--- src/rtl/core/status_led_pattern_driver_macros.svh ---
// assertion macros for the status led pattern driver
`ifndef STATUS_LED_PATTERN_DRIVER_MACROS_SVH
`define STATUS_LED_PATTERN_DRIVER_MACROS_SVH

`ifndef SYNTH
// antecedent holds, consequent holds in the same cycle
`define SLED_ASSERT_SAME(label, clk, rst, ante, cons) \
  label: assert property (@(posedge clk) disable iff (rst) (ante) |-> (cons)) \
    else $error("sled assertion failed");
// antecedent holds, consequent holds in the next cycle
`define SLED_ASSERT_NEXT(label, clk, rst, ante, cons) \
  label: assert property (@(posedge clk) disable iff (rst) (ante) |=> (cons)) \
    else $error("sled assertion failed");
`else
`define SLED_ASSERT_SAME(label, clk, rst, ante, cons)
`define SLED_ASSERT_NEXT(label, clk, rst, ante, cons)
`endif

`endif

--- src/rtl/core/sled_pkg.sv ---
package sled_pkg;

  // item kinds
  localparam logic [2:0] KIND_TICK     = 3'd0;
  localparam logic [2:0] KIND_LINK     = 3'd1;
  localparam logic [2:0] KIND_RUN      = 3'd2;
  localparam logic [2:0] KIND_FAULT    = 3'd3;
  localparam logic [2:0] KIND_ACTIVITY = 3'd4;

  // link modes
  localparam logic [1:0] LINK_OFF        = 2'd0;
  localparam logic [1:0] LINK_CONNECTING = 2'd1;
  localparam logic [1:0] LINK_AP         = 2'd2;
  localparam logic [1:0] LINK_CONNECTED  = 2'd3;

  // fault classes
  localparam logic [2:0] FAULT_NONE     = 3'd0;
  localparam logic [2:0] FAULT_COMM     = 3'd1;
  localparam logic [2:0] FAULT_SENSOR   = 3'd2;
  localparam logic [2:0] FAULT_NETWORK  = 3'd3;
  localparam logic [2:0] FAULT_CRITICAL = 3'd4;

  // register indexes
  localparam int NUM_REGS = 8;
  localparam int REG_IDX_W = 3;
  localparam int PADDR_W = 5;
  localparam logic [REG_IDX_W-1:0] REG_SLOW_BLINK   = 3'd0;
  localparam logic [REG_IDX_W-1:0] REG_FAST_BLINK   = 3'd1;
  localparam logic [REG_IDX_W-1:0] REG_COMM_FAULT   = 3'd2;
  localparam logic [REG_IDX_W-1:0] REG_SENSOR_FAULT = 3'd3;
  localparam logic [REG_IDX_W-1:0] REG_NET_FAULT    = 3'd4;
  localparam logic [REG_IDX_W-1:0] REG_CRIT_FAULT   = 3'd5;
  localparam logic [REG_IDX_W-1:0] REG_FLASH        = 3'd6;
  localparam logic [REG_IDX_W-1:0] REG_HEARTBEAT    = 3'd7;

  typedef logic [15:0] ms_t;

  // register reset values, by index
  localparam ms_t CFG_RESET [NUM_REGS] = '{
    16'd1000, 16'd200, 16'd1000, 16'd500, 16'd250, 16'd100, 16'd50, 16'd2000
  };

  // heartbeat pulse edges
  localparam ms_t HB_FIRST_END  = 16'd100;
  localparam ms_t HB_GAP_END    = 16'd200;
  localparam ms_t HB_SECOND_END = 16'd300;

  typedef struct packed {
    logic [2:0] kind;
    logic [1:0] link_mode;
    logic       run_flag;
    logic       fault_flag;
    logic [2:0] fault_class;
  } in_item_t;

  typedef struct packed {
    logic link_led;
    logic run_led;
    logic fault_led;
    logic activity_led;
  } out_item_t;

endpackage

--- src/rtl/core/status_led_pattern_driver.sv ---
// status led pattern driver
// input channel (in_valid, in_ready, in_data): one beat per tick of one ms or
// per state event (link mode, run, fault, activity). output channel
// (out_valid, out_ready, out_data): one beat per input beat, the four led
// levels after that item, in input order.
// throughput: one item per cycle while in_ready is high; all counter and led
// updates are a single pass of logic from the state registers into the
// result register, or into the skid register while the output is stalled.
// a two-entry output stage (result register plus skid register) lets an
// input beat be taken while a result waits; in_ready drops only when both
// hold a result, so a stalled receiver backs up after two beats.
// configuration: apb-style port, eight 16-bit registers at byte address 4*i,
// written in the access cycle, read back on prdata; pready is always high.
// write registers only while the block is idle.
// reset (rst, synchronous): registers return to their default periods, all
// leds, modes and counters clear, and both output entries are emptied.
`include "status_led_pattern_driver_macros.svh"

module status_led_pattern_driver (
  input  logic                      clk,
  input  logic                      rst,
  input  logic                      in_valid,
  output logic                      in_ready,
  input  sled_pkg::in_item_t        in_data,
  output logic                      out_valid,
  input  logic                      out_ready,
  output sled_pkg::out_item_t       out_data,
  input  logic                      psel,
  input  logic                      penable,
  input  logic                      pwrite,
  input  logic [sled_pkg::PADDR_W-1:0] paddr,
  input  logic [31:0]               pwdata,
  output logic [31:0]               prdata,
  output logic                      pready
);
  import sled_pkg::*;

  // configuration registers
  ms_t cfg [NUM_REGS];

  // state
  logic [1:0] link_mode_reg;
  logic       running_reg;
  logic       fault_active_reg;
  logic [2:0] fault_class_reg;
  logic       link_led_reg;
  logic       run_led_reg;
  logic       fault_led_reg;
  logic       activity_led_reg;
  ms_t        link_elapsed;
  ms_t        fault_elapsed;
  ms_t        flash_elapsed;
  ms_t        heartbeat_phase;

  logic [1:0] link_mode_next;
  logic       running_next;
  logic       fault_active_next;
  logic [2:0] fault_class_next;
  logic       link_led_next;
  logic       run_led_next;
  logic       fault_led_next;
  logic       activity_led_next;
  ms_t        link_elapsed_next;
  ms_t        fault_elapsed_next;
  ms_t        flash_elapsed_next;
  ms_t        heartbeat_phase_next;

  // output stage
  logic      skid_valid;
  out_item_t skid_data;
  out_item_t result;

  logic in_take;
  logic out_free;
  logic cfg_write;
  logic [REG_IDX_W-1:0] reg_idx;

  // tick helpers
  ms_t         link_inc;
  ms_t         fault_inc;
  ms_t         flash_inc;
  logic [16:0] phase_sum;
  ms_t         fault_period;
  ms_t         link_half;
  ms_t         fault_half;

  function automatic ms_t sat_inc(input ms_t v);
    ms_t r;
    r = (v == 16'hFFFF) ? v : v + 16'd1;
    return r;
  endfunction

  assign in_take   = in_valid && in_ready;
  assign out_free  = !out_valid || out_ready;
  assign in_ready  = !skid_valid;
  assign pready    = 1'b1;
  assign cfg_write = psel && penable && pwrite;
  assign reg_idx   = paddr[PADDR_W-1:2];
  assign prdata    = {16'd0, cfg[reg_idx]};

  // register file
  always_ff @(posedge clk) begin
    if (rst) begin
      for (int i = 0; i < NUM_REGS; i++) cfg[i] <= CFG_RESET[i];
    end else if (cfg_write) begin
      cfg[reg_idx] <= pwdata[15:0];
    end
  end

  // tick arithmetic
  always_comb begin
    link_inc  = sat_inc(link_elapsed);
    fault_inc = sat_inc(fault_elapsed);
    flash_inc = sat_inc(flash_elapsed);
    phase_sum = {1'b0, heartbeat_phase} + 17'd1;
    case (fault_class_reg)
      FAULT_SENSOR:   fault_period = cfg[REG_SENSOR_FAULT];
      FAULT_NETWORK:  fault_period = cfg[REG_NET_FAULT];
      FAULT_CRITICAL: fault_period = cfg[REG_CRIT_FAULT];
      default:        fault_period = cfg[REG_COMM_FAULT];
    endcase
    link_half  = (link_mode_reg == LINK_AP) ? (cfg[REG_FAST_BLINK] >> 1)
                                            : (cfg[REG_SLOW_BLINK] >> 1);
    fault_half = fault_period >> 1;
  end

  // next state for one item
  always_comb begin
    link_mode_next       = link_mode_reg;
    running_next         = running_reg;
    fault_active_next    = fault_active_reg;
    fault_class_next     = fault_class_reg;
    link_led_next        = link_led_reg;
    run_led_next         = run_led_reg;
    fault_led_next       = fault_led_reg;
    activity_led_next    = activity_led_reg;
    link_elapsed_next    = link_elapsed;
    fault_elapsed_next   = fault_elapsed;
    flash_elapsed_next   = flash_elapsed;
    heartbeat_phase_next = heartbeat_phase;
    case (in_data.kind)
      KIND_TICK: begin
        link_elapsed_next  = link_inc;
        fault_elapsed_next = fault_inc;
        flash_elapsed_next = flash_inc;
        heartbeat_phase_next = (phase_sum >= {1'b0, cfg[REG_HEARTBEAT]}) ? 16'd0
                                                                         : phase_sum[15:0];
        // link led
        case (link_mode_reg)
          LINK_OFF: link_led_next = 1'b0;
          LINK_CONNECTING, LINK_AP: begin
            if (link_inc >= link_half) begin
              link_led_next     = !link_led_reg;
              link_elapsed_next = 16'd0;
            end
          end
          default: link_led_next = 1'b1;
        endcase
        // heartbeat from the new phase
        run_led_next = running_reg &&
                       ((heartbeat_phase_next < HB_FIRST_END) ||
                        (heartbeat_phase_next >= HB_GAP_END &&
                         heartbeat_phase_next < HB_SECOND_END));
        // fault blink
        if (fault_active_reg && fault_inc >= fault_half) begin
          fault_led_next     = !fault_led_reg;
          fault_elapsed_next = 16'd0;
        end
        // activity flash timeout
        if (activity_led_reg && flash_inc >= cfg[REG_FLASH]) activity_led_next = 1'b0;
      end
      KIND_LINK: link_mode_next = in_data.link_mode;
      KIND_RUN:  running_next   = in_data.run_flag;
      KIND_FAULT: begin
        fault_active_next = in_data.fault_flag;
        fault_class_next  = in_data.fault_class;
        if (!in_data.fault_flag) fault_led_next = 1'b0;
      end
      KIND_ACTIVITY: begin
        flash_elapsed_next = 16'd0;
        activity_led_next  = 1'b1;
      end
      default: ;
    endcase
    result.link_led     = link_led_next;
    result.run_led      = run_led_next;
    result.fault_led    = fault_led_next;
    result.activity_led = activity_led_next;
  end

  // state registers
  always_ff @(posedge clk) begin
    if (rst) begin
      link_mode_reg    <= LINK_OFF;
      running_reg      <= 1'b0;
      fault_active_reg <= 1'b0;
      fault_class_reg  <= FAULT_NONE;
      link_led_reg     <= 1'b0;
      run_led_reg      <= 1'b0;
      fault_led_reg    <= 1'b0;
      activity_led_reg <= 1'b0;
      link_elapsed     <= 16'd0;
      fault_elapsed    <= 16'd0;
      flash_elapsed    <= 16'd0;
      heartbeat_phase  <= 16'd0;
    end else if (in_take) begin
      link_mode_reg    <= link_mode_next;
      running_reg      <= running_next;
      fault_active_reg <= fault_active_next;
      fault_class_reg  <= fault_class_next;
      link_led_reg     <= link_led_next;
      run_led_reg      <= run_led_next;
      fault_led_reg    <= fault_led_next;
      activity_led_reg <= activity_led_next;
      link_elapsed     <= link_elapsed_next;
      fault_elapsed    <= fault_elapsed_next;
      flash_elapsed    <= flash_elapsed_next;
      heartbeat_phase  <= heartbeat_phase_next;
    end
  end

  // output register and skid entry
  always_ff @(posedge clk) begin
    if (rst) begin
      out_valid  <= 1'b0;
      skid_valid <= 1'b0;
    end else if (out_free) begin
      if (skid_valid) begin
        out_valid  <= 1'b1;
        out_data   <= skid_data;
        skid_valid <= 1'b0;
      end else begin
        out_valid <= in_take;
        if (in_take) out_data <= result;
      end
    end else if (in_take) begin
      skid_valid <= 1'b1;
      skid_data  <= result;
    end
  end

  // checks
  `SLED_ASSERT_SAME(a_skid_behind_out, clk, rst, skid_valid, out_valid)
  `SLED_ASSERT_NEXT(a_stall_fills_skid, clk, rst, in_take && !out_free, skid_valid)
  `SLED_ASSERT_NEXT(a_activity_lights, clk, rst, in_take && in_data.kind == KIND_ACTIVITY,
                    activity_led_reg && flash_elapsed == 16'd0)
  `SLED_ASSERT_NEXT(a_fault_clear_off, clk, rst,
                    in_take && in_data.kind == KIND_FAULT && !in_data.fault_flag,
                    !fault_led_reg && !fault_active_reg)

endmodule

--- config.mk ---
export PLATFORM = sky130hd
export DESIGN_NAME = status_led_pattern_driver
export DESIGN_NICKNAME = d
export VERILOG_FILES = /design/src/rtl/core/sled_pkg.sv /design/src/rtl/core/status_led_pattern_driver.sv
export VERILOG_INCLUDE_DIRS = /design/src /design/src/rtl/core
export SDC_FILE = /design/constraint.sdc
export NUM_CORES = 1
export LEC_CHECK = 0
export ABC_AREA = 1
export BUFFER_PORTS_ARGS = -buffer_cell sky130_fd_sc_hd__clkbuf_2
export CAP_MARGIN = 10
export CORE_ASPECT_RATIO = 1.25
export CORE_MARGIN = 4
export CORE_UTILIZATION = 55
export CTS_BUF_LIST = sky130_fd_sc_hd__clkbuf_4 sky130_fd_sc_hd__clkbuf_8
export CTS_CLUSTER_SIZE = 8
export DETAILED_ROUTE_END_ITERATION = 10
export PLACE_DENSITY = 0.78
export SLEW_MARGIN = 0
export SYNTH_ARGS = -nofsm -noshare
export SYNTH_HDL_FRONTEND = slang
export SYNTH_SLANG_ARGS = --single-unit
--- constraint.sdc ---
create_clock -name clk -period 3.3 [get_ports clk]
set_input_delay 0.165 -clock clk [delete_from_list [all_inputs] [get_ports clk]]
set_output_delay 0.165 -clock clk [all_outputs]
set_load 0.1 [all_outputs]
**Yosys cells after proc, flatten, opt, wreduce, memory -nomap -nowiden**

Memories as Yosys holds them, arrays and structs flattened.
Index checks and enable logic that the tools add are counted.

- Memory bits (writable): 128
- Memories kept: 1
- Bits in registers: 85
- Bits of input ports: 54
- Output and inout port bits: 39

Memory list:

| name | depth | width | read ports | clocked after Yosys merged registers in | write ports | line | RTL |
|---|---|---|---|---|---|---|---|
| cfg | 8 | 16 | 9 | 0 | 8 | status_led_pattern_driver.sv:39 | `ms_t cfg [NUM_REGS];` |

- Muxes and demuxes: 30
- $lt $le $gt $ge: 7
- Reduce and logical (&&, ||, !) cells: 27
- Add/subtract/negate cells: 4
- Equality and inequality tests: 12
- Bitwise operators: 2

Operators with widths:

| kind | number |
|---|---|
| $mux 16 | 8 |
| $add 16x1->16 const B | 3 |
| $eq 16x16->1 const B | 3 |
| $pmux 16 s3 | 1 |
| $ge 16x15->1 | 2 |
| $pmux 16 s2 | 1 |
| $add 16x1->17 const B | 1 |
| $ge 17x16->1 | 1 |
| $ge 16x16->1 | 1 |
| $ge 16x8->1 const B | 1 |
| $lt 16x7->1 const B | 1 |
| $lt 16x9->1 const B | 1 |
| $reduce_or 16->1 | 1 |
| $mux 15 | 1 |
| $mux 1 | 13 |
| $eq 3x2->1 const B | 4 |
| $reduce_and 2->1 | 5 |
| $mux 4 | 2 |
| $logic_and 1x1->1 | 7 |
| $eq 3x3->1 const B | 2 |
| $pmux 1 s2 | 3 |
| $reduce_and 3->1 | 2 |
| $logic_not 1->1 | 4 |
| $reduce_bool 2->1 | 2 |
| other kinds (9) | 12 |

**Longest topological paths before layout**

- Depth after elaboration: 10
- Mapped depth: 25

**Least setup slack after synthesis**

No wires, ideal clock.

- Path kind: register to register
- Start: register link_elapsed[0]
- End: register out_data[3] (netlist bit), data pin
- Setup time: 0.258 ns
- Arrival time: 2.942 ns
- Period minus slack after synthesis: 3.200 ns
- Slack: 0.100 ns
- Cell stages (with the launch flop): 24
- Cells stage by stage: dfxtp_1 ha_1 nand3_2 nor2_1 nand3_1 nor2_1 inv_1 nor2_2 inv_1 nand2_1 nor2_1 xor2_1 ha_1 a21oi_1 o21ai_0 o21bai_1 nand4_1 nand3_2 nand2_1 nand3_1 nand2_1 nand2_1 nand2_1 nand2_1

- Word-level cells in the longest chain between the ends: 8
- Elaborated cells on any way between the ends: 9
- Classes of those cells: add/sub (1); order compare (1); eq/ne (1); mux (6)

Ends and longest elaborated chain:

| item | line | RTL |
|---|---|---|
| start: declaration | status_led_pattern_driver.sv:50 | `ms_t link_elapsed;` |
| start signal: assignment | status_led_pattern_driver.sv:215 | `link_elapsed <= link_elapsed_next;` |
| $add 16x1->16 / $eq 16x16->1 (equally long branches) | status_led_pattern_driver.sv:89 | `r = (v == 16'hFFFF) ? v : v + 16'd1;` |
| $mux 16 * | status_led_pattern_driver.sv:89 |  |
| $ge 16x15->1 * | status_led_pattern_driver.sv:152 | `if (link_inc >= link_half) begin` |
| $mux 1 * | status_led_pattern_driver.sv:152 |  |
| $pmux 1 s2 * | status_led_pattern_driver.sv:149 | `case (link_mode_reg)` |
| $mux 1 * | status_led_pattern_driver.sv:141 | `case (in_data.kind)` |
| via link_led_next | status_led_pattern_driver.sv:59 | `logic link_led_next;` |
| $mux 4 * | status_led_pattern_driver.sv:234 | `if (in_take) out_data <= result;` |
| $mux 4 * | status_led_pattern_driver.sv:228 | `if (skid_valid) begin` |
| end signal: assignment | status_led_pattern_driver.sv:230 | `out_data <= skid_data;` |
| end signal: assignment | status_led_pattern_driver.sv:234 |  |
| end: declaration | status_led_pattern_driver.sv:27 | `output sled_pkg::out_item_t out_data,` |

Mark *: on every way through the listed nets, which the timed path passes. The rest lies on a longest branch. The select of a mux whose other input is x is not followed.
A chain may end at the register's enable or synchronous reset.

**Worst setup path in the final report**

- Start: register link_elapsed[1]
- End: register out_data[3] (netlist bit), data pin

The elaborated chain is that of the path after synthesis.

==> results by group <==
Clocking
  – CTS tree: yes
  – CTS H-tree depth: 2
  – Clock slew at reported path FFs: 0.06 ns
  – Root buf cell: clkbuf_8
  – Worst-skew pair later-pin latency: 0.58 ns
  – Clock buffer depth: 3
  – Inserted Clock Buffers: 37
  – Clk sinks: 213

Logic synthesis
  – Ys async rst share: 0
  – Register area share after synthesis: 0.452
  – Yosys top cell by area: edfxtp_1
  – EDFF count, synth: 136
  – Post-synth top flop: edfxtp_1
  – Flops & latches, synth: 213
  – Mapped cell area: about 12000 um2
  – Yosys top cell area share: 0.328
  – Synth top area cells: edfxtp_1, dfxtp_1, nand2_1, ha_1, inv_1
  – YS warnings: 0
  – Synth Instances: ~1500
  – Netlist cell types: 47
  – Avg Inst Size Synth: 8.15 um2

Worst setup path
  – Critical Path Slowest Stage Cell: dfxtp_2
  – Worst Setup SP: link_elapsed[1]$_SDFFE_PP0P_
  – Crit path kind: reg2reg
  – Worst-path fanout max: 4
  – Startpoint types: flop
  – Crit path cell chain: ha_4, nand3_4, nor2_4, nand3_2, nor2_4, inv_2, nor2_4, buf_4, nor3_1, a21oi_1, ha_1, a21oi_1, o21a_1, o21bai_4, nand4_1, nand3_2, nand2_2, nand3_2, nand2_2, nand2_2, nand2_1, nand2_1
  – Buffers and inverters on the worst path: 2
  – Top delay family on crit path: simple AND/OR/NAND/NOR gates
  – Worst Path Arrival: 3.47 ns
  – Setup crit end kind: flop
  – Crit path largest cell delay: 0.35 ns
  – Reg-to-reg critical path startpoint: link_elapsed[1]$_SDFFE_PP0P_
  – Critical Path RT: 3.59 ns

STA
  – Hold Violations, Final: 0
  – Minimum clock period after layout: 3.18 ns
  – Worst Max-Slew Pin Slew: 0.808 ns
  – # setup viols final: 0
  – Worst clock skew: 0.0495 ns
  – Final period utilization: 0.964
  – Fmax: 314 MHz
  – RSZ-0062 raised after global routing: true
  – Slew HR: 0.460
  – Max Slew Vio Count: 0

Floorplanning
  – Rows: 61
  – # IOs: 93
  – Die height: 176 um
  – Chip width: 143 um
  – Die ar.: 25100 um2
  – Core Footprint: around 22000 um2
  – Initial Util: 0.558

Detailed routing
  – Avg WL per Cell: 18.0 um
  – Drt first pass iters: 8
  – Vias: 11213
  – DRC viols: 0
  – Routed Antenna Nets: 0
  – DR iter-0 viols: 1042
  – Drt via density: 5.70
  – Total detailed-routing wirelength: 35400 um

Place
  – Hpwl dp: around 26000 um
  – Routability congestion estimate: 0.993
  – PortBufs: 57
  – Placed Instance Area: around 13000 um2

GRT
  – Grt ovf: 0
  – Vias in the first global route: 10628
  – Total GRT Usage: 0.274
  – First-pass GRT wire length: about 54000 um
  – Largest net degree at the start of global routing: 58
  – Initial antenna violation count: 1

Power
  – Leakage power: around 6.0 nW
  – VDD IR max: a little over 0.0004 V
  – Power per cell area: roughly 440 nW/um2

Run
  – # Max-Cap Violations: 0

Cells and area
  – Max reg flops: approximately 130
  – Most frequent cells in the layout: nand2_1, inv_1, nor2_1, edfxtp_1, a21oi_1
  – Fin area: 14700 um2
  – Ratio of cells with drive above 1 in the final layout: 0.186
  – Area Growth Syn to Fin: 17.9%
  – Diodes inserted: 0
  – Nets: 1780
  – Top reg by flops: cfg
  – Filler Cell Count: 1861
  – Commonest non-fill, non-tap cell in the layout: nand2_1
  – Final core occ: 0.658

Min path
  – Min-Delay Path Class: in2reg
  – Hold Crit Start: pwdata[2]

Run status
  – Status: finished, final reports clean
worst paths after layout:
kind / to / slack, ns / depth (start not counted)
max reg2reg: out_data[3]$_DFFE_PP_ / 0.12 / 22
min: cfg[3][2]$_SDFFCE_PN1P_ / 0.02 / 3
max: out_data[3]$_DFFE_PP_ / 0.12 / 22
min reg2reg: flash_elapsed[2]$_SDFFE_PP0P_ / 0.47 / 2
area by class of cell:
class / count / area, um2 / area share
clock buffers: 52 / 634 / 0.0432
clock inverters: 13 / 106 / 0.00725
inverters: 192 / 723 / 0.0493
multi-input cells: 1076 / 6210 / 0.424
flip-flops and latches: 213 / 5650 / 0.385
well taps: 283 / 354 / 0.0241
repair buffers: 138 / 991 / 0.0675
timing repair:
action | CTS | global route
gates resized for setup | 1 | 107
hold endpoints to repair | 9 | 0
pin swaps | 1 | 43
buffers inserted | 1 | 16
hold buffers | 11 | 0
endpoints found under the setup margin | 17 | 45
gates cloned | 0 | 0
per-layer routing:
layer,vias up,global-route usage,routed length (um)
met1,5204,0.327,13200
li1,5382,-,-
met5,-,0,13
met4,2,0.137,1890
met3,137,0.0531,2760
met2,488,0.469,17500
metrics by stage:
step	worst slack [ns]	hold WS (ns)	std cells	power (mW)	setup TNS, ns
3_5_place_dp	-0.0473	0.394	1874	3.93	-0.176
4_1_cts	0.00320	0.00178	1951	6.39	0
6_report	0.119	0.0188	1967	6.39	0
2_1_floorplan	0.100	0.293	1543	3.68	0
3_3_place_gp	0.0521	0.391	1874	3.91	0
5_1_grt	-0.0875	0.0216	1967	6.60	-0.845
synthesized netlist by cell type (2+ instances only):
cell	instances
nand2_1	379
inv_1	184
nor2_1	172
edfxtp_1	136
a21oi_1	114
dfxtp_1	77
ha_1	68
o21ai_0	64
nand4_1	44
clkbuf_1	38
nand3_1	34
xor2_1	22
nor3_1	19
buf_4	17
xnor2_1	17
o2111ai_1	16
a221oi_1	15
a22oi_1	14
nor2_2	9
nor3_2	9
inv_2	8
nand3_2	8
mux2i_1	7
nand2_2	6
o21a_1	6
buf_2	5
o2bb2ai_1	5
o22ai_1	4
a31oi_1	3
o211ai_1	3
o21bai_1	3
a21oi_4	2
buf_6	2
conb_1	2
nor2_4	2
nor3b_1	2
o211ai_2	2
worst reg2reg max path, cell delays in order (launching register included):
cell and delay (ns):
dfxtp_2 0.35, ha_4 0.16, nand3_4 0.09, nor2_4 0.13, nand3_2 0.10, nor2_4 0.14
inv_2 0.06, nor2_4 0.11, buf_4 0.14, nor3_1 0.04, a21oi_1 0.24, ha_1 0.31
a21oi_1 0.15, o21a_1 0.18, o21bai_4 0.07, nand4_1 0.13, nand3_2 0.13, nand2_2 0.10
nand3_2 0.06, nand2_2 0.08, nand2_2 0.05, nand2_1 0.05, nand2_1 0.04
power breakdown:
part	internal, mW	switching (mW)
Sequential	2.94	0.0657
Clock	1.34	1.14
Combinational	0.199	0.708
Total	4.48	1.92
cell families after synthesis:
logic type / Yosys count / share of synthesized area
and+or+nand+nor: 686 / 0.236
DFF: 213 / 0.452
xor gates and xnor gates: 39 / 0.0274
adders and majority gates: 68 / 0.0684
AOI/OAI and AO/OA: 258 / 0.126
other: 2 / 0.000603
buffers and inverters: 254 / 0.0834
muxes: 8 / 0.00653
No activity file was read; power rests on OpenSTA's default activity.
